`src/assert_macros.svh`:
```
// Assertion helpers for the event queue block
`ifndef ASSERT_MACROS_SVH
`define ASSERT_MACROS_SVH
// Implication checked every clock, quiet during reset
`define ASSERT_IMPL(label, ante, cons, msg) \
  label: assert property (@(posedge clk) disable iff (rst) (ante) |-> (cons)) \
    else $error(msg);
// Next-cycle implication, quiet during reset
`define ASSERT_NEXT(label, ante, cons, msg) \
  label: assert property (@(posedge clk) disable iff (rst) (ante) |=> (cons)) \
    else $error(msg);
`endif

```
`src/peq_pkg.sv`:
```
`default_nettype none
package peq_pkg;
  localparam int unsigned STATE_W = 4;
  localparam int unsigned EKEY_W  = 4;
  localparam int unsigned PRIO_W  = 3;
  localparam int unsigned DATA_W  = 32;
  localparam int unsigned TOTAL_W = 8;

  typedef enum logic [2:0] {
    REQ_ENQ   = 3'd0,
    REQ_DEQ   = 3'd1,
    REQ_ADD   = 3'd2,
    REQ_SET   = 3'd3,
    REQ_TRANS = 3'd4
  } req_e;

  typedef enum logic [2:0] {
    ST_OK       = 3'd0,
    ST_NOTFOUND = 3'd1,
    ST_BADPRIO  = 3'd2,
    ST_EMPTY    = 3'd3,
    ST_EXISTS   = 3'd4,
    ST_FULL     = 3'd5
  } status_e;

  typedef struct packed {
    logic [2:0]         req_type;
    logic [STATE_W-1:0] state_key;
    logic [EKEY_W-1:0]  event_key;
    logic [PRIO_W-1:0]  priority_req;
    logic [DATA_W-1:0]  event_data;
    logic [STATE_W-1:0] next_state;
    logic               has_next;
    logic               has_action;
  } in_item_t;

  typedef struct packed {
    logic [2:0]         status;
    logic [STATE_W-1:0] current_state;
    logic [EKEY_W-1:0]  event_key_out;
    logic [DATA_W-1:0]  event_data_out;
    logic               action_fired;
    logic               moved;
    logic [TOTAL_W-1:0] queued_total;
  } out_item_t;
endpackage
`default_nettype wire

```
`src/peq_front.sv`:
```
`default_nettype none
// Front: accepts items into a two-entry queue.
module peq_front
  import peq_pkg::*;
(
  input  wire logic     clk,
  input  wire logic     rst,
  input  wire logic     in_valid,
  output logic          in_ready,
  input  wire in_item_t in_item,
  output logic          q_valid,
  input  wire logic     q_ready,
  output in_item_t      q_item
);
  in_item_t   slot [2];
  logic       rd_ptr, wr_ptr;
  logic [1:0] count;
  logic       push, pop;

  assign in_ready = (count != 2'd2);
  assign q_valid  = (count != 2'd0);
  assign q_item   = slot[rd_ptr];
  assign push     = in_valid && in_ready;
  assign pop      = q_valid && q_ready;

  always_ff @(posedge clk) begin
    if (push) slot[wr_ptr] <= in_item;
    if (rst) begin
      rd_ptr <= 1'b0;
      wr_ptr <= 1'b0;
      count  <= 2'd0;
    end else begin
      if (push) wr_ptr <= ~wr_ptr;
      if (pop) rd_ptr <= ~rd_ptr;
      count <= count + {1'b0, push} - {1'b0, pop};
    end
  end

  `include "assert_macros.svh"
  `ASSERT_IMPL(a_cnt_max, 1'b1, count != 2'd3, "queue count overflow")
  `ASSERT_NEXT(a_push_only, push && !pop && count == 2'd0, count == 2'd1,
    "push not counted")
  `ASSERT_IMPL(a_full_stall, count == 2'd2, !in_ready, "accepting while full")
endmodule
`default_nettype wire

```
`config.mk`:
```
export PLATFORM = sky130hd
export DESIGN_NAME = peq_front
export DESIGN_NICKNAME = d
export VERILOG_FILES = /design/src/peq_pkg.sv /design/src/peq_front.sv
export VERILOG_INCLUDE_DIRS = /design/src /design/src/src
export SDC_FILE = /design/constraint.sdc
export NUM_CORES = 1
export LEC_CHECK = 0
export BUFFER_PORTS_ARGS = -buffer_cell sky130_fd_sc_hd__buf_2
export CORE_MARGIN = 2
export CORE_UTILIZATION = 56
export DETAILED_ROUTE_END_ITERATION = 8
export PLACE_DENSITY = 0.84
export SYNTH_ARGS = -nofsm -noshare
export SYNTH_HDL_FRONTEND = slang
export SYNTH_SLANG_ARGS = --single-unit
```
`constraint.sdc`:
```
create_clock -name clk -period 7 [get_ports clk]
set_input_delay 0.7 -clock clk [delete_from_list [all_inputs] [get_ports clk]]
set_output_delay 0.7 -clock clk [all_outputs]
set_load 0.005 [all_outputs]
```
==> flow_metrics.env, run 1 <==
export IMPL_insertion_delay_ns=0.35
export IMPL_cts_tree="done"
export IMPL_power_density_nw_per_um2=321.7
export IMPL_grtUsageTotal=0.1578
export IMPL_cts_root_buf="clkbuf_8"
export IMPL_grt_pass1_wl_mm=9.832
export IMPL_r2r_cells=3
export IMPL_die_area_um2=8291
export IMPL_cpPeakStageDelay_ns=0.98
export IMPL_synth_area_top_cells="edfxtp_1, mux2_4, buf_12"
export IMPL_clockPowerShare=0.196
export IMPL_gr_total_overflow=0
export IMPL_vdd_drop_max_mv=0.2229
export IMPL_drt_iter0_drc=60
export IMPL_cpLargestDelayFamily="flip-flops"
export IMPL_grt_busiest_layer="met2"
export IMPL_regArea_um2=3227
export IMPL_firstDrtPassIters=4
export IMPL_syn_inst=186
export IMPL_synth_top_cell_area_share=0.7358
export IMPL_worstPathArrival_ns=1.90
export IMPL_cp_slowest_cell="dfxtp_4"
export IMPL_hold_viol=0
export IMPL_hp_class="reg -> reg"
export IMPL_cts_buffer_depth=2
export IMPL_rsz0062_at_grt="false"
export IMPL_postCtsSetupBuffers=0
export IMPL_htree_levels=3
export IMPL_final_cell_mix="buf_2, edfxtp_1, mux2_4, clkbuf_8"
export IMPL_maxCapViolCount=0
export IMPL_final_common_cell="buf_2"
export IMPL_use_met3=0.05062
export IMPL_cts_buffers=9
export IMPL_grt_max_degree=53
export IMPL_rows=31
export IMPL_gp_congestion=0.7339
export IMPL_slew_viol_final=0
export IMPL_finalInstanceArea_um2=4982
export IMPL_worstPathMaxFanout=52
export IMPL_grt_util_met1=0.1883
export IMPL_met2_usage=0.2735
export IMPL_ant_nets=0
export IMPL_period_minus_slack_ns=2.602
export IMPL_critPathRequiredTime_ns=6.30
export IMPL_finalSetupTns_ns=0
export IMPL_place_area_um2=4830
export IMPL_syn_nets=244
export IMPL_clock_skew_ns=0.008825
export IMPL_die_y_um=91.06
export IMPL_cp_endpoint="q_item[51]"
export IMPL_leakagePower_nw=1.966
export IMPL_syn_area_per_cell_um2=22.82
export IMPL_wire_per_inst_um=15.82
export IMPL_synth_area_um2=4244
export IMPL_avgViaCountPerCell=4.926
export IMPL_cts_repair_resized=0
export IMPL_clock_sinks=109
export IMPL_slew_headroom=0.3772
export IMPL_worstSetupPathType="reg -> out"
export IMPL_drc=0
export IMPL_coreArea_um2=7292
export IMPL_initial_core_util=0.5820
export IMPL_cp_num_cells=2
export IMPL_setup_viol=0
export IMPL_die_w_um=91.06
export IMPL_ioPinCount=110
export IMPL_r2r_start="count[0]$_SDFF_PP0_"
export IMPL_yosys_area_top_type="edfxtp_1"
export IMPL_synth_warning_count=0
export IMPL_path_buf_inv=1
export IMPL_p_switching_mw=0.4093
export IMPL_reg2reg_slack_ns=5.03
export IMPL_crit_path_end_kind="output pin"
export IMPL_drive_gt1_frac=0.5987
export IMPL_tightest_slew_ns=0.9342
export IMPL_min_period_over_period=0.3717
export IMPL_p_comb_frac=0.245
export IMPL_netlist_cell_type_count=17
export IMPL_start_kind="flip-flop"
export IMPL_path_cells="mux2_2 > buf_2"
export IMPL_p_int_mw=1.193
export IMPL_grt_pass1_vias=2043
export IMPL_ys_seq_elements=109
export IMPL_hold_buffers=0
export IMPL_status="finished clean"
export IMPL_nets=360
export IMPL_hpwl_mm=4.307
export IMPL_fmax_ghz=0.3843
export IMPL_fillers=519
export IMPL_multi_input_area_um2=914.6
export IMPL_p_sw_frac=0.2554
export IMPL_antenna_found_initial=1
export IMPL_diodes=0
export IMPL_timing_rr_end="slot[1][46]$_DFFE_PP_"
export IMPL_io_buffers=109
export IMPL_vias=1985
export IMPL_seq_power_share=0.560
export IMPL_routed_wl_mm=6.377
export IMPL_clk_pin_slew_ns=0.09
export IMPL_area_growth_pct=17.39
export IMPL_yosysSeqAreaShare=0.7594
==> state kept, by name, indices dropped and copies added (netlist names), named ones only <==
name,count
slot,104
wr_ptr,1
count,2
rd_ptr,1
==> power groups by stage <==
stage | clock, mW | combinational, mW | sequential [mW]
floorplan | 0 | 0.336 | 0.857
global placement | 0 | 0.387 | 0.909
detailed placement | 0 | 0.398 | 0.915
CTS | 0.327 | 0.400 | 0.900
global route | 0.348 | 0.424 | 0.910
finish | 0.314 | 0.392 | 0.897
==> metrics by stage <==
stage	worst slack [ns]	power, mW	cells	hold WS, ns	util
after floorplan	3.592	1.193	186	0.4810	-
after global placement	4.761	1.296	390	0.4919	0.6623
after detailed placement	4.747	1.313	390	0.5028	0.6623
after CTS	4.359	1.626	403	0.5146	0.6833
after global routing	4.299	1.682	403	0.5082	0.6833
final	4.398	1.603	403	0.5218	0.6833
==> final cells by class <==
class                   instances  area share
inverters                       1   0.0007534
flip-flops and latches        109      0.6477
multi-input cells              70      0.1836
clock inverters                 3    0.005023
clock buffers                  10     0.02562
well taps                      99     0.02486
repair buffers                111      0.1125
==> synthesized netlist by cell type <==
cell type and count:
or2_2 1, nor2_1 5, dfxtp_1 5, nand2b_2 1, buf_6 1, inv_1 1
ha_1 2, xor2_1 1, nor2b_1 2, mux2_2 2, o21a_1 1, xnor2_1 2
buf_12 5, and3_1 1, nand2_2 1, mux2_4 51, edfxtp_1 104
==> cell families (layout without fill, tap and decap cells) <==
logic type                 after synthesis  after routing  synth area share
DFF                                    109            109            0.7594
buffers and inverters                    7            125           0.02712
AOI/OAI and AO/OA                        1              1          0.001770
muxes                                   53             53            0.1857
and+or+nand+nor                         11             11           0.01386
xor gates and xnor gates                 3              3          0.006192
adders and majority gates                2              2          0.005895
==> worst min path at each step <==
stage,from,to,cells past startpoint
after floorplan,rd_ptr$_SDFFE_PP0P_,flip-flop,2
final,rd_ptr$_SDFFE_PP0P_,flip-flop,2
after global routing,in_item[36],slot[0][36]$_DFFE_PP_,1
after global placement,rd_ptr$_SDFFE_PP0P_,flip-flop,2
after CTS,in_item[9],slot[0][9]$_DFFE_PP_,1
after detailed placement,rd_ptr$_SDFFE_PP0P_,flip-flop,2
==> per-layer routing <==
metal / vias to the layer above / part of all wire
met1: 950 / 0.40
met4: 2 / 0.0075
li1: 948 / -
met3: 7 / 0.072
met5: - / 0.0017
met2: 78 / 0.52
==> worst register-to-register path: cells and delay by family (launching register included) <==
family	cells	cell delay (ns)
AND/OR/NAND/NOR	2	0.73
buffers and inverters	1	0.49
flip-flops	1	0.39
Note: power is estimated with default switching activity, not from simulation.
==> run 2, diff against run 1 <==
--- a/config.mk
+++ b/config.mk
@@ -6,11 +6,12 @@
 export SDC_FILE = /design/constraint.sdc
 export NUM_CORES = 1
 export LEC_CHECK = 0
+export ABC_AREA = 1
 export BUFFER_PORTS_ARGS = -buffer_cell sky130_fd_sc_hd__buf_2
 export CORE_MARGIN = 2
-export CORE_UTILIZATION = 56
+export CORE_UTILIZATION = 47
 export DETAILED_ROUTE_END_ITERATION = 8
-export PLACE_DENSITY = 0.84
+export PLACE_DENSITY = 0.75
 export SYNTH_ARGS = -nofsm -noshare
 export SYNTH_HDL_FRONTEND = slang
 export SYNTH_SLANG_ARGS = --single-unit
==> constraint.sdc (replaced) <==
create_clock -name clk -period 2.2 [get_ports clk]
set_input_delay 0.22 -clock clk [delete_from_list [all_inputs] [get_ports clk]]
set_output_delay 0.22 -clock clk [all_outputs]
set_load 0.005 [all_outputs]
==> flow_metrics.env, run 2 <==
export IMPL_worstPathMaxFanout=20
export IMPL_yosysMostFrequentCell="edfxtp_1"
export IMPL_ant_nets=0
export IMPL_worstSetupPathType="reg -> out"
export IMPL_hold_ws_ns=0.03816
export IMPL_largest_register="slot"
export IMPL_crit_path_end_kind="output pin"
export IMPL_grtUsageTotal=0.1402
export IMPL_wire_per_inst_um=15.81
export IMPL_htree_levels=3
export IMPL_gp_congestion=0.7409
export IMPL_die_y_um=99.11
export IMPL_p_comb_frac=0.259
export IMPL_largest_reg_flops=104
export IMPL_ys_seq_elements=109
export IMPL_cts_tree="done"
export IMPL_reg_top3="slot x104, count x2"
export IMPL_grt_pass1_vias=2148
export IMPL_drc=0
export IMPL_min_period_over_period=0.8596
export IMPL_worstPathArrival_ns=1.67
export IMPL_synth_edf_count=104
export IMPL_p_int_mw=3.934
export IMPL_vias=2058
export IMPL_final_setup_worst_slack_ns=0.3089
export IMPL_vdd_drop_max_mv=0.5625
export IMPL_coreArea_um2=8763
export IMPL_finalSetupTns_ns=0
export IMPL_power_density_nw_per_um2=1041
export IMPL_nets=377
export IMPL_ioPinCount=110
export IMPL_netlist_cell_type_count=12
export IMPL_cts_root_buf="clkbuf_8"
export IMPL_multi_input_area_um2=894.6
export IMPL_clk_pin_slew_ns=0.09
export IMPL_start_kind="flip-flop"
export IMPL_hpwl_mm=4.683
export IMPL_antenna_found_initial=0
export IMPL_clockPowerShare=0.217
export IMPL_synth_top_cell_area_share=0.7345
export IMPL_ys_flop_type="edfxtp_1"
export IMPL_synth_warning_count=0
export IMPL_syn_nets=257
export IMPL_regArea_um2=3227
export IMPL_yosysSeqAreaShare=0.7581
export IMPL_rows=34
export IMPL_maxCapViolCount=0
export IMPL_p_switching_mw=1.361
export IMPL_hp_class="in -> reg"
export IMPL_rsz0062_at_grt="false"
export IMPL_setup_viol=0
export IMPL_leakagePower_nw=2.037
export IMPL_synthArstFlopShare=0
export IMPL_hold_viol=0
export IMPL_yosys_area_top_type="edfxtp_1"
export IMPL_postCtsSetupBuffers=0
export IMPL_io_buffers=109
export IMPL_period_minus_slack_ns=1.891
export IMPL_final_common_cell="buf_2"
export IMPL_routed_wl_mm=6.814
export IMPL_grt_max_degree=36
export IMPL_final_util=0.5807
export IMPL_seq_power_share=0.524
export IMPL_die_area_um2=9823
export IMPL_hold_buffers=0
export IMPL_place_ws_ns=0.6043
export IMPL_insertion_delay_ns=0.35
export IMPL_die_w_um=99.11
export IMPL_avgViaCountPerCell=4.775
export IMPL_slew_headroom=0.6779
export IMPL_status="finished clean"
export IMPL_drive_gt1_frac=0.5666
export IMPL_firstDrtPassIters=4
export IMPL_synth_area_um2=4252
export IMPL_fillers=685
export IMPL_diodes=0
export IMPL_cts_buffer_depth=2
export IMPL_initial_core_util=0.4852
export IMPL_synth_common_cells="edfxtp_1, mux2_4, nor2_1, inv_1, nand2_1"
export IMPL_syn_area_per_cell_um2=21.36
export IMPL_gr_total_overflow=0
export IMPL_hold_path_startpoint="rst"
export IMPL_area_growth_pct=19.69
export IMPL_clock_skew_ns=0.01229
export IMPL_slew_viol_final=0
export IMPL_grt_pass1_wl_mm=10.35
export IMPL_p_sw_frac=0.2571
export IMPL_fmax_ghz=0.5288
export IMPL_drt_iter0_drc=96
export IMPL_synth_area_top_cells="edfxtp_1, mux2_4, buf_12"
export IMPL_cts_buffers=9
export IMPL_clock_sinks=109
export IMPL_r2r_start="count[0]$_SDFF_PP0_"
export IMPL_final_cell_mix="buf_2, edfxtp_1, mux2_4, clkbuf_8"
export IMPL_cts_repair_resized=0
export IMPL_critPathRequiredTime_ns=1.98
export IMPL_syn_inst=199
export IMPL_tightest_slew_ns=0.4832
run 2: cell count changes in the layout (fill, tap and decap cells not counted), sizes merged, moves of 3 or more:
cell / delta
buf: +4
inv: +8
nand2: +7
nand3: +3
nor2: +4
run 2: path summary, 6_finish.rpt:
path,cells after the start,slack (ns),to
setup / recovery,3,0.31,q_item[0]
hold reg to reg,2,0.54,rd_ptr$_SDFFE_PP0P_
hold / removal,2,0.04,count[0]$_SDFF_PP0_
setup reg to reg,11,0.59,count[1]$_SDFF_PP0_
run 2: metal layers:
layer	track usage	wire, um	up-vias
li1	-	-	997
met1	0.1621	2772	994
met2	0.2432	3649	63
met3	0.04989	319	4
met4	0.04742	72	0
met5	0	0	-
run 2: worst max-delay path, stage by stage, from the launching register on:
cell	delay, ns
dfxtp_4	0.62
buf_12	0.24
mux2_2	0.34
buf_2	0.12
run 2: through the flow:
stage	cell area [um2]	power (mW)	std cells
finish	5089	5.295	431
global placement	4902	4.176	416
detailed placement	4902	4.225	416
CTS	5089	5.371	431
floorplan	4259	3.769	199
global route	5089	5.598	431
run 2: power by group through the flow:
stage | combinational (mW) | sequential, mW | clock (mW)
2_1_floorplan | 1.03 | 2.74 | 0
4_1_cts | 1.40 | 2.78 | 1.19
3_3_place_gp | 1.37 | 2.81 | 0
6_report | 1.37 | 2.77 | 1.15
3_5_place_dp | 1.40 | 2.83 | 0
5_1_grt | 1.50 | 2.80 | 1.29
run 2: layout make-up:
cell class	instances	share of cell area
timing repair buffer	115	0.1210
inverter	8	0.005901
clock inverter	5	0.01156
tap	108	0.02656
clock buffer	10	0.02508
sequential	109	0.6341
multi-input combinational	76	0.1758
run 2: cells by family (layout without fill, tap and decap cells):
| kind of cell | after synthesis | in the layout | synth area share |
|---|---|---|---|
| AOI/OAI and AO/OA | 2 | 2 | 0.002354 |
| adders and majority gates | 2 | 2 | 0.005885 |
| DFF | 109 | 109 | 0.7581 |
| buffers and inverters | 14 | 138 | 0.03326 |
| muxes | 52 | 52 | 0.1819 |
| and+or+nand+nor | 20 | 20 | 0.01854 |
==> run 3, diff against run 2 <==
--- a/config.mk
+++ b/config.mk
@@ -11,7 +11,7 @@
 export CORE_MARGIN = 2
 export CORE_UTILIZATION = 47
 export DETAILED_ROUTE_END_ITERATION = 8
-export PLACE_DENSITY = 0.75
+export PLACE_DENSITY = 0.85
 export SYNTH_ARGS = -nofsm -noshare
 export SYNTH_HDL_FRONTEND = slang
 export SYNTH_SLANG_ARGS = --single-unit
==> flow_metrics.env, run 3 (synthesis results as in run 2) <==
export IMPL_final_setup_worst_slack_ns=0.2456
export IMPL_final_cell_mix="buf_2, edfxtp_1, mux2_4, clkbuf_8"
export IMPL_gr_total_overflow=0
export IMPL_tightest_slew_ns=0.4013
export IMPL_drt_iter0_drc=94
export IMPL_maxCapViolCount=0
export IMPL_ioPinCount=110
export IMPL_cp_slowest_cell="dfxtp_4"
export IMPL_slew_viol_final=0
export IMPL_clk_pin_slew_ns=0.09
export IMPL_min_period_over_period=0.8884
export IMPL_initial_core_util=0.4852
export IMPL_grt_pass1_vias=2163
export IMPL_hpwl_mm=4.613
export IMPL_cts_buffers=9
export IMPL_die_w_um=99.11
export IMPL_area_growth_pct=19.84
export IMPL_cts_buffer_depth=2
export IMPL_die_area_um2=9823
export IMPL_rows=34
export IMPL_postCtsSetupBuffers=0
export IMPL_r2r_start="count[0]$_SDFF_PP0_"
export IMPL_cts_root_buf="clkbuf_8"
export IMPL_largest_reg_flops=104
export IMPL_vdd_drop_max_mv=0.7858
export IMPL_firstDrtPassIters=6
export IMPL_wire_per_inst_um=15.53
export IMPL_final_util=0.5814
export IMPL_coreArea_um2=8763
export IMPL_clock_skew_ns=0.009014
export IMPL_nets=376
export IMPL_period_minus_slack_ns=1.954
export IMPL_wl_met1_mm=2.738
export IMPL_crit_path_end_kind="output pin"
export IMPL_hold_buffers=0
export IMPL_final_common_cell="buf_2"
export IMPL_place_area_um2=4907
export IMPL_regArea_um2=3227
export IMPL_htree_levels=3
export IMPL_slew_headroom=0.7324
export IMPL_cpPeakStageDelay_ns=0.62
export IMPL_wl_met2_mm=3.344
export IMPL_path_cells="buf_4 > mux2_4 > buf_2"
export IMPL_io_buffers=109
export IMPL_multi_input_area_um2=894.6
export IMPL_cts_repair_resized=0
export IMPL_worstSetupPathType="reg -> out"
export IMPL_diodes=0
export IMPL_fin_cells=430
export IMPL_fmax_ghz=0.5117
export IMPL_insertion_delay_ns=0.36
export IMPL_placed_cells=415
export IMPL_hp_class="in -> reg"
export IMPL_clock_sinks=109
export IMPL_reg_top3="slot x104, count x2"
export IMPL_worstPathMaxFanout=21
export IMPL_setup_viol=0
export IMPL_ant_nets=0
export IMPL_finalInstanceArea_um2=5095
export IMPL_hold_viol=0
export IMPL_leakagePower_nw=2.038
export IMPL_place_ws_ns=0.6000
export IMPL_power_density_nw_per_um2=1039
export IMPL_drive_gt1_frac=0.5683
export IMPL_dr_wl_met3_um=492
export IMPL_avgViaCountPerCell=4.891
export IMPL_grtUsageTotal=0.1382
export IMPL_gp_congestion=0.7006
export IMPL_vias=2103
export IMPL_grt_max_degree=53
export IMPL_hold_path_startpoint="rst"
export IMPL_critPathRequiredTime_ns=1.98
export IMPL_worstPathArrival_ns=1.73
export IMPL_drc=0
export IMPL_largest_register="slot"
export IMPL_finalSetupTns_ns=0
export IMPL_start_kind="flip-flop"
export IMPL_fillers=664
export IMPL_antenna_found_initial=0
export IMPL_dr_max_layer_used="met4"
export IMPL_die_y_um=99.11
export IMPL_rsz0062_at_grt="false"
export IMPL_grt_pass1_wl_mm=10.27
export IMPL_routed_wl_mm=6.676
export IMPL_cts_tree="done"
export IMPL_status="finished clean"
run 3: cell types whose count changed in the layout (fill, tap and decap cells not counted), sizes merged:
| cell | before | now |
|---|---|---|
| clkbuf | 10 | 9 |
| inv | 10 | 9 |
| buf | 115 | 114 |
| clkinv | 1 | 3 |
run 3: layout make-up:
cell class	count	share of cell area
inverters	8	0.005894
flip-flops and latches	109	0.6333
well taps	108	0.02652
clock inverters	6	0.01252
multi-input cells	76	0.1756
clock buffers	9	0.02431
repair buffers	114	0.1218
run 3: critical path: cells and delay by family (launching register included):
kind	cells	cell delay, ns
multiplexers	1	0.32
buffers and inverters	2	0.44
flip-flops	1	0.62
run 3: path summary, 6_finish.rpt:
kind / end / cells after the start / slack [ns]
hold / removal: count[0]$_SDFF_PP0_ / 2 / 0.03
hold reg to reg: rd_ptr$_SDFFE_PP0P_ / 2 / 0.54
setup / recovery: q_item[1] / 3 / 0.25
setup reg to reg: count[1]$_SDFF_PP0_ / 11 / 0.59
run 3: power by group:
| part | switching (mW) | total, mW | internal [mW] |
|---|---|---|---|
| Combinational | 0.586 | 1.37 | 0.785 |
| Sequential | 0.144 | 2.77 | 2.63 |
| Clock | 0.633 | 1.15 | 0.521 |
| Total | 1.36 | 5.29 | 3.93 |
run 3: metrics by stage:
step	total power [mW]	hold slack (ns)
CTS	5.351	0.01467
global route	5.568	0.009801
finish	5.294	0.02734
detailed placement	4.219	0.3956
floorplan	3.769	0.2912
global placement	4.165	0.3923
run 3: metal layers:
| metal | global-route usage | vias up |
|---|---|---|
| li1 | - | 996 |
| met1 | 0.1659 | 1020 |
| met2 | 0.2287 | 78 |
| met3 | 0.04638 | 9 |
| met4 | 0.06006 | 0 |
| met5 | 0 | - |
